--- src/rtl/fmbs_pkg.sv ---
package fmbs_pkg;

  localparam int TEXT_DEPTH = 16384;
  localparam int MAX_BLOCKS = 256;
  localparam int ALPHABET   = 256;

  localparam int BW   = 15;                         // bound / count width
  localparam int SW   = 8;                          // symbol width
  localparam int AW   = 16;                         // load address width
  localparam int NBW  = 9;                          // block_count width
  localparam int BKW  = $clog2(MAX_BLOCKS);         // stored block index width
  localparam int TAW  = $clog2(TEXT_DEPTH);         // bwt address width
  localparam int CKAW = BKW + SW;                   // checkpoint address width
  localparam int DCW  = $clog2(BW + 1);             // divider step counter width

  localparam logic [BW-1:0]  BOUND_MAX = {BW{1'b1}};
  localparam logic [BW-1:0]  N_MAX     = BW'(TEXT_DEPTH);
  localparam logic [NBW-1:0] NB_MAX    = NBW'(MAX_BLOCKS);

  typedef enum logic [1:0] {
    ACT_LOAD_START = 2'd0,
    ACT_LOAD_CKPT  = 2'd1,
    ACT_LOAD_BWT   = 2'd2,
    ACT_PATTERN    = 2'd3
  } action_t;

  typedef enum logic [1:0] {
    REG_TEXT_LENGTH = 2'd0,
    REG_SAMPLE_STEP = 2'd1,
    REG_BLOCK_COUNT = 2'd2
  } reg_idx_t;

  typedef enum logic [9:0] {
    S_IDLE = 10'b0000000001,
    S_CHK  = 10'b0000000010,
    S_PREP = 10'b0000000100,
    S_DIV  = 10'b0000001000,
    S_ADJ  = 10'b0000010000,
    S_MUL  = 10'b0000100000,
    S_OFF  = 10'b0001000000,
    S_SCAN = 10'b0010000000,
    S_SUM  = 10'b0100000000,
    S_EMIT = 10'b1000000000
  } state_t;

  typedef struct packed {
    logic accept;   // input port ready
    logic prep;     // pick bound, clamp, load divider
    logic div;      // one divider step
    logic adj;      // clamp block index
    logic mul;      // block start = blk * step
    logic off;      // scan length, table reads
    logic scan;     // one bwt byte per cycle
    logic sum;      // form new bound
    logic sel;      // 0 low bound, 1 high bound
    logic emit;     // load output register
  } cmd_t;

  typedef struct packed {
    logic pattern;  // accepted item is a pattern byte
    logic dead;
    logic last;
    logic div_last;
    logic scan_done;
    logic out_full;
  } status_t;

endpackage

--- src/rtl/fmbs_ctrl.sv ---
module fmbs_ctrl import fmbs_pkg::*; (
  input  logic    clk,
  input  logic    rst_n,
  input  logic    in_fire,
  input  status_t st,
  output cmd_t    cmd
);

  state_t state_r, state_nxt;
  logic   sel_r, sel_nxt;

  always_ff @(posedge clk) begin
    if (!rst_n) begin
      state_r <= S_IDLE;
      sel_r   <= 1'b0;
    end else begin
      state_r <= state_nxt;
      sel_r   <= sel_nxt;
    end
  end

  always_comb begin
    state_nxt = state_r;
    sel_nxt   = sel_r;
    cmd       = '0;
    cmd.sel   = sel_r;
    case (state_r)
      S_IDLE: begin
        cmd.accept = 1'b1;
        if (in_fire && st.pattern) state_nxt = S_CHK;
      end
      S_CHK: begin
        sel_nxt   = 1'b0;
        state_nxt = st.dead ? S_EMIT : S_PREP;
      end
      S_PREP: begin
        cmd.prep  = 1'b1;
        state_nxt = S_DIV;
      end
      S_DIV: begin
        cmd.div = 1'b1;
        if (st.div_last) state_nxt = S_ADJ;
      end
      S_ADJ: begin
        cmd.adj   = 1'b1;
        state_nxt = S_MUL;
      end
      S_MUL: begin
        cmd.mul   = 1'b1;
        state_nxt = S_OFF;
      end
      S_OFF: begin
        cmd.off   = 1'b1;
        state_nxt = S_SCAN;
      end
      S_SCAN: begin
        cmd.scan = 1'b1;
        if (st.scan_done) state_nxt = S_SUM;
      end
      S_SUM: begin
        cmd.sum = 1'b1;
        if (!sel_r) begin
          sel_nxt   = 1'b1;
          state_nxt = S_PREP;
        end else begin
          state_nxt = S_EMIT;
        end
      end
      S_EMIT: begin
        if (!st.last) begin
          state_nxt = S_IDLE;
        end else if (!st.out_full) begin
          cmd.emit  = 1'b1;
          state_nxt = S_IDLE;
        end
      end
      default: state_nxt = S_IDLE;
    endcase
  end

endmodule

--- config.mk ---
export PLATFORM = sky130hd
export DESIGN_NAME = fmbs_ctrl
export DESIGN_NICKNAME = d
export VERILOG_FILES = /design/src/rtl/fmbs_pkg.sv /design/src/rtl/fmbs_ctrl.sv
export SDC_FILE = /design/constraint.sdc
export NUM_CORES = 1
export LEC_CHECK = 0
export BUFFER_PORTS_ARGS = -buffer_cell sky130_fd_sc_hd__buf_2
export CELL_PAD_IN_SITES_DETAIL_PLACEMENT = 1
export CELL_PAD_IN_SITES_GLOBAL_PLACEMENT = 1
export CORE_ASPECT_RATIO = 0.7
export CORE_MARGIN = 5
export CORE_UTILIZATION = 40
export CTS_BUF_LIST = sky130_fd_sc_hd__clkbuf_16
export DETAILED_ROUTE_END_ITERATION = 7
export PLACE_DENSITY_LB_ADDON = 0.1
export SYNTH_ARGS = -nofsm -noshare
export SYNTH_HDL_FRONTEND = slang
export SYNTH_SLANG_ARGS = --single-unit
--- constraint.sdc ---
create_clock -name clk -period 2.25 [get_ports clk]
set_input_delay 0.225 -clock clk [delete_from_list [all_inputs] [get_ports clk]]
set_output_delay 0.225 -clock clk [all_outputs]
set_load 0.03 [all_outputs]
Yosys cells after proc, flatten, opt, wreduce, memory -nomap -nowiden. Cells that the tools add are included. W data, S select, Z words.

Word-level logic and storage cells: 39. Input port bits: 9. Register bits: 11. Output and inout bits: 10.

Equality and inequality tests: 14. Muxes and demuxes: 20. Reductions and logical operators: 3.

Operators by type and width (number): $pmux W10 S10 (1); $mux W10 (7); $mux W1 (11); $eq A10 B1 Y1 const B (1); $eq A10 B10 Y1 const B (1); $eq A10 B2 Y1 const B (1); $eq A10 B3 Y1 const B (1); $eq A10 B4 Y1 const B (1); $eq A10 B5 Y1 const B (1); $eq A10 B6 Y1 const B (1); $eq A10 B7 Y1 const B (1); $eq A10 B8 Y1 const B (1); $eq A10 B9 Y1 const B (1); $ne A2 B2 Y1 const B (3); $reduce_and A4 Y1 (1); $ne A3 B3 Y1 const B (1); $pmux W1 S2 (1); $reduce_bool A2 Y1 (1); $logic_and A1 B1 Y1 (1).

Longest topological paths before layout. Gate-level depths: netlist (run 1).

Depth after elaboration: 3. Gate-level depth with buffers: 5. Depth with buffers taken out: 4.

Worst setup path after synthesis (run 1). No wires, ideal clock.

Path type: reg2out. From: register state_r[6]. To: output cmd[5] (netlist bit). Cell stages (with the launch flop): 5. Path slack: 0.428 ns. Buffers on the path: 1. Data required time: 2.025 ns. Data arrival time: 1.597 ns. Cells stage by stage: dfxtp_1 buf_6 nor4_4 nand2_1 nor3_1.

RTL lines: from (decl) (line fmbs_ctrl.sv:9) `state_t state_r, state_nxt;`; from (signal assigned) (line fmbs_ctrl.sv:17) `state_r <= state_nxt;`; to (decl) (line fmbs_ctrl.sv:6) `output cmd_t cmd`.

==> flow_summary.json, run 1 <==
{
  "nNetsFinal": 117,
  "finalWirelength_um": 2222,
  "die_w_um": 61.61,
  "crit_type": "register to output pin",
  "dp_worst_setup_slack_ns": 0.2860,
  "required_ns": 2.03,
  "p_per_area_mw_per_mm2": 742.5,
  "finalSetupViolCount": 0,
  "clock_path_buffers": 2,
  "hold_class": "input port to register",
  "die_area_mm2": 0.002842,
  "drt_iter0_markers": 34,
  "crit_buf_inv": 1,
  "synth_edf_count": 0,
  "cts_tree": "built",
  "io_buffers": 18,
  "cts_made_buffers": 3,
  "path_clk_slew_ns": 0.05,
  "htreeDepth": 1,
  "setup_tns_ns": 0,
  "grt_util_met2_pct": 27.77,
  "grt_max_degree": 12,
  "ctsHoldBuffers": 0,
  "clock_sinks": 11,
  "max-slew-margin-rel_pct": 63.98,
  "met3_usage_pct": 6.162,
  "crit_family": "simple AND/OR/NAND/NOR gates",
  "endpoint_kind": "output pin",
  "post-route-period-util_pct": 94.03,
  "worstSetupStartpointType": "register",
  "n_antenna_cell": 0,
  "die_h_um": 46.13,
  "crit_path_max_fanout": 8,
  "grt_pass1_vias": 748,
  "dr.pass1.iters": 4,
  "ys.flop_type": "dfxtp_1",
  "cts_root_buf": "clkbuf_16",
  "arrival_ns": 1.89,
  "mostFrequentLayoutCell": "buf_2",
  "fill_cells": 230,
  "ant_nets": 0,
  "synth_warnings": 0,
  "initial_core_util_pct": 40.93,
  "synth_area_um2": 745.7,
  "setup_ws_ns": 0.1342,
  "layout-drive-gt1-share_pct": 31.78,
  "core_mm2": 0.001822,
  "syn_nets": 96,
  "yosysSeqAreaShare_pct": 29.53,
  "async_flop_share_pct": 0,
  "vias": 759,
  "timing.final.crit_period_ns": 2.116,
  "worst_pin_slew_ns": 0.5362,
  "rsz0062_at_grt": "no",
  "finClkSkew_ns": 0.004314,
  "vdd_ir_drop_max_v": 0.0004472,
  "ys_types": 38,
  "post_cts_buffers": 0,
  "max-cap-violations": 0,
  "drv_slew": 0,
  "synth-seq-cells": 11,
  "leakage_nw": 0.4107,
  "routabilityCongestion": 0.8471,
  "clk_latency_ns": 0.24,
  "syn_avg_cell_area_um2": 8.571,
  "wl_per_cell_um": 17.22,
  "syn-instance-count": 87,
  "cpPeakStageDelay_ns": 0.44,
  "grtUsageMet1_pct": 24.29,
  "drc": 0,
  "gr-total-overflow": 0,
  "post-route-util_pct": 51.24,
  "crit_chain": "nor4_4, nand2_2, nor3_1, and2_1, buf_2",
  "cts_resized": 0,
  "grt_pass1_wl_um": 3643,
  "status": "completed",
  "rows": 13,
  "cp_slowest_cell": "nor4_4",
  "fmax_mhz": 472.6,
  "finalPower_w": 0.0006931,
  "hold_viol": 0,
  "ioPinCount": 19,
  "areaGrowthSynthToFinish_pct": 25.17,
  "grt-busiest-layer": "met2",
  "worst-r2r-setup-slack_ns": 0.45,
  "layout_common_cells": "buf_2 (18), dfxtp_1 (11), nor2_1 (6)",
  "grt.total_usage_pct": 18.18,
  "hpwlAfterDp_um": 1678,
  "antenna_found_initial": 0,
  "via_per_inst": 5.884
}
## cells by family (layout without fill, tap and decap cells)
group | count (synthesis) | in the layout | synth area share [%]
XOR/XNOR | 1 | 1 | 1.175
buffers and inverters | 10 | 30 | 7.381
AO/OA/AOI/OAI | 14 | 14 | 12.92
AND/OR/NAND/NOR | 51 | 51 | 48.99
flip-flops | 11 | 11 | 29.53
## per-stage QoR
| stage | cell area (µm²) | hold slack, ns | std cells |
|---|---|---|---|
| final | 933.4 | 0.2275 | 129 |
| after global routing | 933.4 | 0.2336 | 129 |
| after CTS | 910.9 | 0.2285 | 126 |
| after detailed placement | 830.8 | 0.4796 | 122 |
| after global placement | 830.8 | 0.4788 | 122 |
| after floorplan | 745.7 | 0.3709 | 87 |
## per-layer routing
metal | vias up | routed length [µm]
met5 | - | 0
met4 | 0 | 8
met3 | 2 | 102
met2 | 15 | 1012
met1 | 373 | 1098
li1 | 369 | -
## worst paths after layout
check          endpoint  depth (start not counted)  startpoint
max reg2reg  state_r[4]                          4  state_r[0]
min          state_r[8]                          2       st[1]
max              cmd[7]                          5  state_r[4]
min reg2reg       sel_r                          2       sel_r
## state kept, by name, summed over array words and instances, names as in the netlist
signal   cells
sel_r        1
state_r     10
## where the power goes
group / internal, W / switching, W
registers: 0.000205 / 0.0000225
logic: 0.0000523 / 0.0000792
clock network: 0.000236 / 0.0000978
total: 0.000494 / 0.000199
## final cells by class
cell class / count / area (µm²) / area share (%)
clock buffers: 3 / 75.07 / 8.043
clock inverters: 1 / 5.005 / 0.5362
inverters: 4 / 15.01 / 1.609
multi-input cells: 66 / 470.5 / 50.40
flip-flops and latches: 11 / 220.2 / 23.59
well taps: 22 / 27.53 / 2.949
repair buffers: 22 / 120.1 / 12.87
## Yosys cell counts (2+ instances only)
cell type  number  area, µm²
buf_2           2      10.01
nand4_1         5      31.28
dfxtp_1        11      220.2
a21oi_1         3      15.01
nand2_1         4      15.01
nand3b_1        3      22.52
nor2b_1         2      12.51
o21ai_0         2      10.01
nor3_1          5      25.02
nor4_4          3      63.81
and2_1          3      18.77
nor2_1          6      22.52
o211ai_1        2      15.01
and4_1          2      17.52
nand3_1         3      15.01
buf_4           2      15.01
inv_1           4      15.01
nand2_2         2      12.51
nor4b_1         4      35.03
Note: power is estimated with default switching activity, not from simulation.
==> inputs of run 2 (changes only) <==
- CORE_ASPECT_RATIO: 0.7 -> not set
==> flow_summary.json, run 2 (synthesized netlist as in run 1, its figures left out) <==
{
  "status": "completed",
  "worst_pin_slew_ns": 0.5876,
  "dr.pass1.iters": 4,
  "rsz0062_at_grt": "no",
  "regMostFlops": "state_r",
  "ioPinCount": 19,
  "path_clk_slew_ns": 0.04,
  "finalSetupViolCount": 0,
  "r2r-end": "state_r[6]",
  "cts_tree": "built",
  "met3_usage_pct": 3.662,
  "drv_slew": 0,
  "gr-total-overflow": 0,
  "hpwlAfterDp_um": 1644,
  "grt.total_usage_pct": 18.74,
  "swShare_pct": 28.54,
  "dpl_cell_area_um2": 842.1,
  "r2r_cells": 5,
  "p_int_w": 0.0004926,
  "fin_area_um2": 925.9,
  "via_per_inst": 5.800,
  "vdd_ir_drop_max_v": 0.0004705,
  "layout-drive-gt1-share_pct": 30.48,
  "required_ns": 2.03,
  "worstSetupStartpointType": "register",
  "nNetsFinal": 115,
  "clock_sinks": 11,
  "mostFrequentLayoutCell": "buf_2",
  "post-route-period-util_pct": 90.30,
  "areaGrowthSynthToFinish_pct": 24.16,
  "io_buffers": 18,
  "crit_path_max_fanout": 8,
  "die_area_mm2": 0.002828,
  "seqPwrFrac_pct": 33.3,
  "htreeDepth": 1,
  "max-cap-violations": 0,
  "min_from": "st[1]",
  "rows": 15,
  "endpoint_kind": "output pin",
  "core_mm2": 0.001745,
  "max-slew-margin-rel_pct": 60.53,
  "whs_endpoint": "state_r[8]",
  "p_comb_share_pct": 19.8,
  "cts_made_buffers": 3,
  "largest_reg_flops": 10,
  "initial_core_util_pct": 42.72,
  "reg_top3": "state_r x10, sel_r x1",
  "n_antenna_cell": 0,
  "p_per_area_mw_per_mm2": 744.4,
  "routabilityCongestion": 0.7785,
  "post_cts_buffers": 0,
  "crit_type": "register to output pin",
  "fmax_mhz": 492.2,
  "vias": 754,
  "antenna_found_initial": 0,
  "grt_pass1_wl_um": 3705,
  "clk_latency_ns": 0.24,
  "ant_nets": 0,
  "clockPowerShare_pct": 46.9,
  "leakage_nw": 0.4043,
  "setup_tns_ns": 0,
  "worst-r2r-setup-slack_ns": 0.45,
  "finClkSkew_ns": 0.001456,
  "die_w_um": 53.18,
  "switching_power_w": 0.0001967,
  "die_h_um": 53.18,
  "r2r-start": "state_r[6]",
  "grt_util_met2_pct": 32.44,
  "grtUsageMet1_pct": 22.80,
  "grt_pass1_vias": 769,
  "drt_iter0_markers": 16,
  "grt-busiest-layer": "met2",
  "ctsHoldBuffers": 0,
  "layout_common_cells": "buf_2 (18), dfxtp_1 (11), nor2_1 (6)",
  "hold_viol": 0,
  "finalWirelength_um": 2247,
  "arrival_ns": 1.81,
  "grt_max_degree": 10,
  "hold_class": "input port to register",
  "clock_path_buffers": 2,
  "cts_root_buf": "clkbuf_16",
  "timing.final.crit_period_ns": 2.032,
  "drc": 0,
  "hold_depth": 2,
  "wl_per_cell_um": 17.28
}
[run 2: cell count changes in the layout (fill, tap and decap cells not counted), sizes merged]
cell    change
buf         -2
clkinv      -1
inv         +1
[run 2: layout make-up]
type | count | area (µm²)
Fill cell | 222 | 819.5
Multi-Input combinational cell | 66 | 475.5
Sequential cell | 11 | 220.2
Timing Repair Buffer | 20 | 105.1
Clock buffer | 3 | 75.07
Tap cell | 25 | 31.28
Inverter | 4 | 15.01
Clock inverter | 1 | 3.754
[run 2: layer usage]
layer | share of wire, % | routed length, µm | up-vias
li1 | - | - | 367
met1 | 44 | 988 | 355
met2 | 49 | 1098 | 30
met3 | 6.2 | 139 | 2
met4 | 0.89 | 20 | 0
met5 | 0 | 0 | -
[run 2: power groups by stage]
stage	Sequential (W)	Combinational, W	Clock [W]
finish	0.000230	0.000137	0.000323
global route	0.000230	0.000150	0.000342
CTS	0.000228	0.000136	0.000327
detailed placement	0.000230	0.000130	0
global placement	0.000227	0.000129	0
floorplan	0.000225	0.0000956	0
[run 2: worst max-delay path, cell delays in order, from the launching register on]
cell	delay [ns]
dfxtp_1	0.39
nor4_4	0.57
nand2_2	0.14
nor4_4	0.23
buf_2	0.24
[run 2: metrics by stage]
step           instances  util (%)  worst slack (ns)  hold slack (ns)  power (W)
4_1_cts              130     52.76            0.1177           0.2572  0.0006900
6_report             130     53.05            0.2183           0.2519  0.0006893
2_1_floorplan         87         -            0.4283           0.3709  0.0003207
3_5_place_dp         126     48.24            0.3874           0.4853  0.0003604
3_3_place_gp         126     48.24            0.3980           0.4733  0.0003563
5_1_grt              130     53.05            0.1116           0.2836  0.0007228
[run 2: worst max-delay path by stage]
| stage | startpoint | endpoint | slack [ns] | cells past startpoint |
|---|---|---|---|---|
| 2_1_floorplan | state_r[6] | cmd[5] | 0.43 | 4 |
| 3_3_place_gp | state_r[6] | cmd[8] | 0.40 | 5 |
| 3_5_place_dp | state_r[6] | cmd[8] | 0.39 | 5 |
| 4_1_cts | state_r[6] | cmd[8] | 0.12 | 5 |
| 5_1_grt | state_r[6] | cmd[8] | 0.11 | 5 |
| 6_report | state_r[0] | cmd[6] | 0.22 | 4 |
[run 2: timing repair]
item | CTS | global route
endpoints found under the setup margin | 0 | 1
gates resized for setup | 0 | 1
hold endpoints to repair | 0 | 0
==> inputs of run 3 (changes only) <==
- SLEW_MARGIN: not set -> 20
- clock period: 2.25 -> 2.6 ns (I/O delays scaled with it)
==> flow_summary.json, run 3 (synthesized netlist as in run 1, its figures left out) <==
{
  "p_int_w": 0.0004255,
  "worstSetupStartpointType": "register",
  "layout-drive-gt1-share_pct": 28.85,
  "nNetsFinal": 114,
  "max-cap-violations": 0,
  "crit_path_max_fanout": 9,
  "ioPinCount": 19,
  "vdd_ir_drop_max_v": 0.0004464,
  "routabilityCongestion": 0.7917,
  "cts_root_buf": "clkbuf_16",
  "hold_class": "input port to register",
  "crit_type": "register to output pin",
  "drc": 0,
  "cts_tree": "built",
  "htreeDepth": 1,
  "finalSetupViolCount": 0,
  "die_area_mm2": 0.002828,
  "mostFrequentLayoutCell": "buf_2",
  "cts_resized": 0,
  "via_per_inst": 5.659,
  "grt_pass1_vias": 719,
  "rsz0062_at_grt": "no",
  "post_cts_buffers": 0,
  "leakage_nw": 0.3997,
  "clock_path_buffers": 2,
  "drv_slew": 0,
  "hpwlAfterDp_um": 1532,
  "fin_area_um2": 913.4,
  "gr-total-overflow": 0,
  "timing.final.crit_period_ns": 2.211,
  "n_antenna_cell": 0,
  "regMostFlops": "state_r",
  "finClkSkew_ns": 0.001494,
  "clockPowerShare_pct": 48.0,
  "die_h_um": 53.18,
  "ant_nets": 0,
  "worst_pin_slew_ns": 0.5456,
  "grt_max_degree": 12,
  "largest_reg_flops": 10,
  "clock_sinks": 11,
  "antenna_found_initial": 0,
  "reg_top3": "state_r x10, sel_r x1",
  "vias": 730,
  "switching_power_w": 0.0001713,
  "post-route-period-util_pct": 85.06,
  "fmax_mhz": 452.2,
  "drt_iter0_markers": 5,
  "max-slew-margin-rel_pct": 63.35,
  "dpl_cell_area_um2": 834.6,
  "finalWirelength_um": 2065,
  "io_buffers": 18,
  "die_w_um": 53.18,
  "p_per_area_mw_per_mm2": 653.4,
  "dr.pass1.iters": 4,
  "areaGrowthSynthToFinish_pct": 22.48,
  "endpoint_kind": "output pin",
  "initial_core_util_pct": 42.72,
  "swShare_pct": 28.71,
  "grt.total_usage_pct": 17.63,
  "grt_pass1_wl_um": 3532,
  "wl_per_cell_um": 16.01,
  "core_mm2": 0.001745,
  "hold_viol": 0,
  "rows": 15,
  "required_ns": 2.34,
  "setup_tns_ns": 0,
  "seqPwrFrac_pct": 33.1,
  "status": "completed",
  "arrival_ns": 1.95,
  "clk_latency_ns": 0.24,
  "layout_common_cells": "buf_2 (18), dfxtp_1 (11), nor2_1 (6)",
  "cts_made_buffers": 3,
  "path_clk_slew_ns": 0.04,
  "finalPower_w": 0.0005968,
  "p_comb_share_pct": 19.0,
  "place_inst": 125,
  "ctsHoldBuffers": 0,
  "instances_no_fill": 129
}
[run 3: cell count changes in the layout (fill, tap and decap cells not counted), sizes merged]
cell / before / now
buf: 20 / 19
[run 3: power by group through the flow]
stage	clock network [W]	registers, W	logic (W)
after floorplan	0	0.000195	0.0000827
after global placement	0	0.000200	0.000112
after detailed placement	0	0.000201	0.000113
after CTS	0.000291	0.000198	0.000115
after global routing	0.000300	0.000200	0.000125
final	0.000286	0.000197	0.000113
[run 3: final timing paths]
| kind | start | endpoint | slack, ns | cells past startpoint |
|---|---|---|---|---|
| setup reg to reg | state_r[6] | state_r[4] | 0.83 | 4 |
| setup / recovery | state_r[6] | cmd[7] | 0.39 | 5 |
| hold / removal | rst_n | state_r[3] | 0.28 | 2 |
| hold reg to reg | sel_r | sel_r | 0.50 | 2 |
[run 3: metal layers]
metal / global-route usage (%) / wire, µm / up-vias
met3: 5.915 / 120 / 3
li1: - / - / 365
met4: 5.106 / 17 / 0
met1: 22.67 / 943 / 339
met5: 0 / 0 / -
met2: 27.69 / 984 / 23
[run 3: worst max-delay path, stage by stage (launching register included)]
cell and delay [ns]:
dfxtp_1 0.43, nor4_4 0.50, nand2_2 0.14, nor3_1 0.28, and2_1 0.18, buf_2 0.19
[run 3: cell type report]
cell class                      instances  area, µm²
Timing Repair Buffer                   19      97.59
Fill cell                             219      832.0
Tap cell                               25      31.28
Multi-Input combinational cell         66      470.5
Inverter                                4      15.01
Sequential cell                        11      220.2
Clock buffer                            3      75.07
Clock inverter                          1      3.754
[run 3: per-stage QoR]
stage | setup WS (ns) | hold slack [ns] | utilization (%)
final | 0.3885 | 0.2805 | 52.33
after global routing | 0.2373 | 0.2888 | 52.33
after CTS | 0.3644 | 0.2802 | 52.33
after detailed placement | 0.6381 | 0.4850 | 47.81
after global placement | 0.7310 | 0.4787 | 47.81
after floorplan | 0.7433 | 0.4059 | -
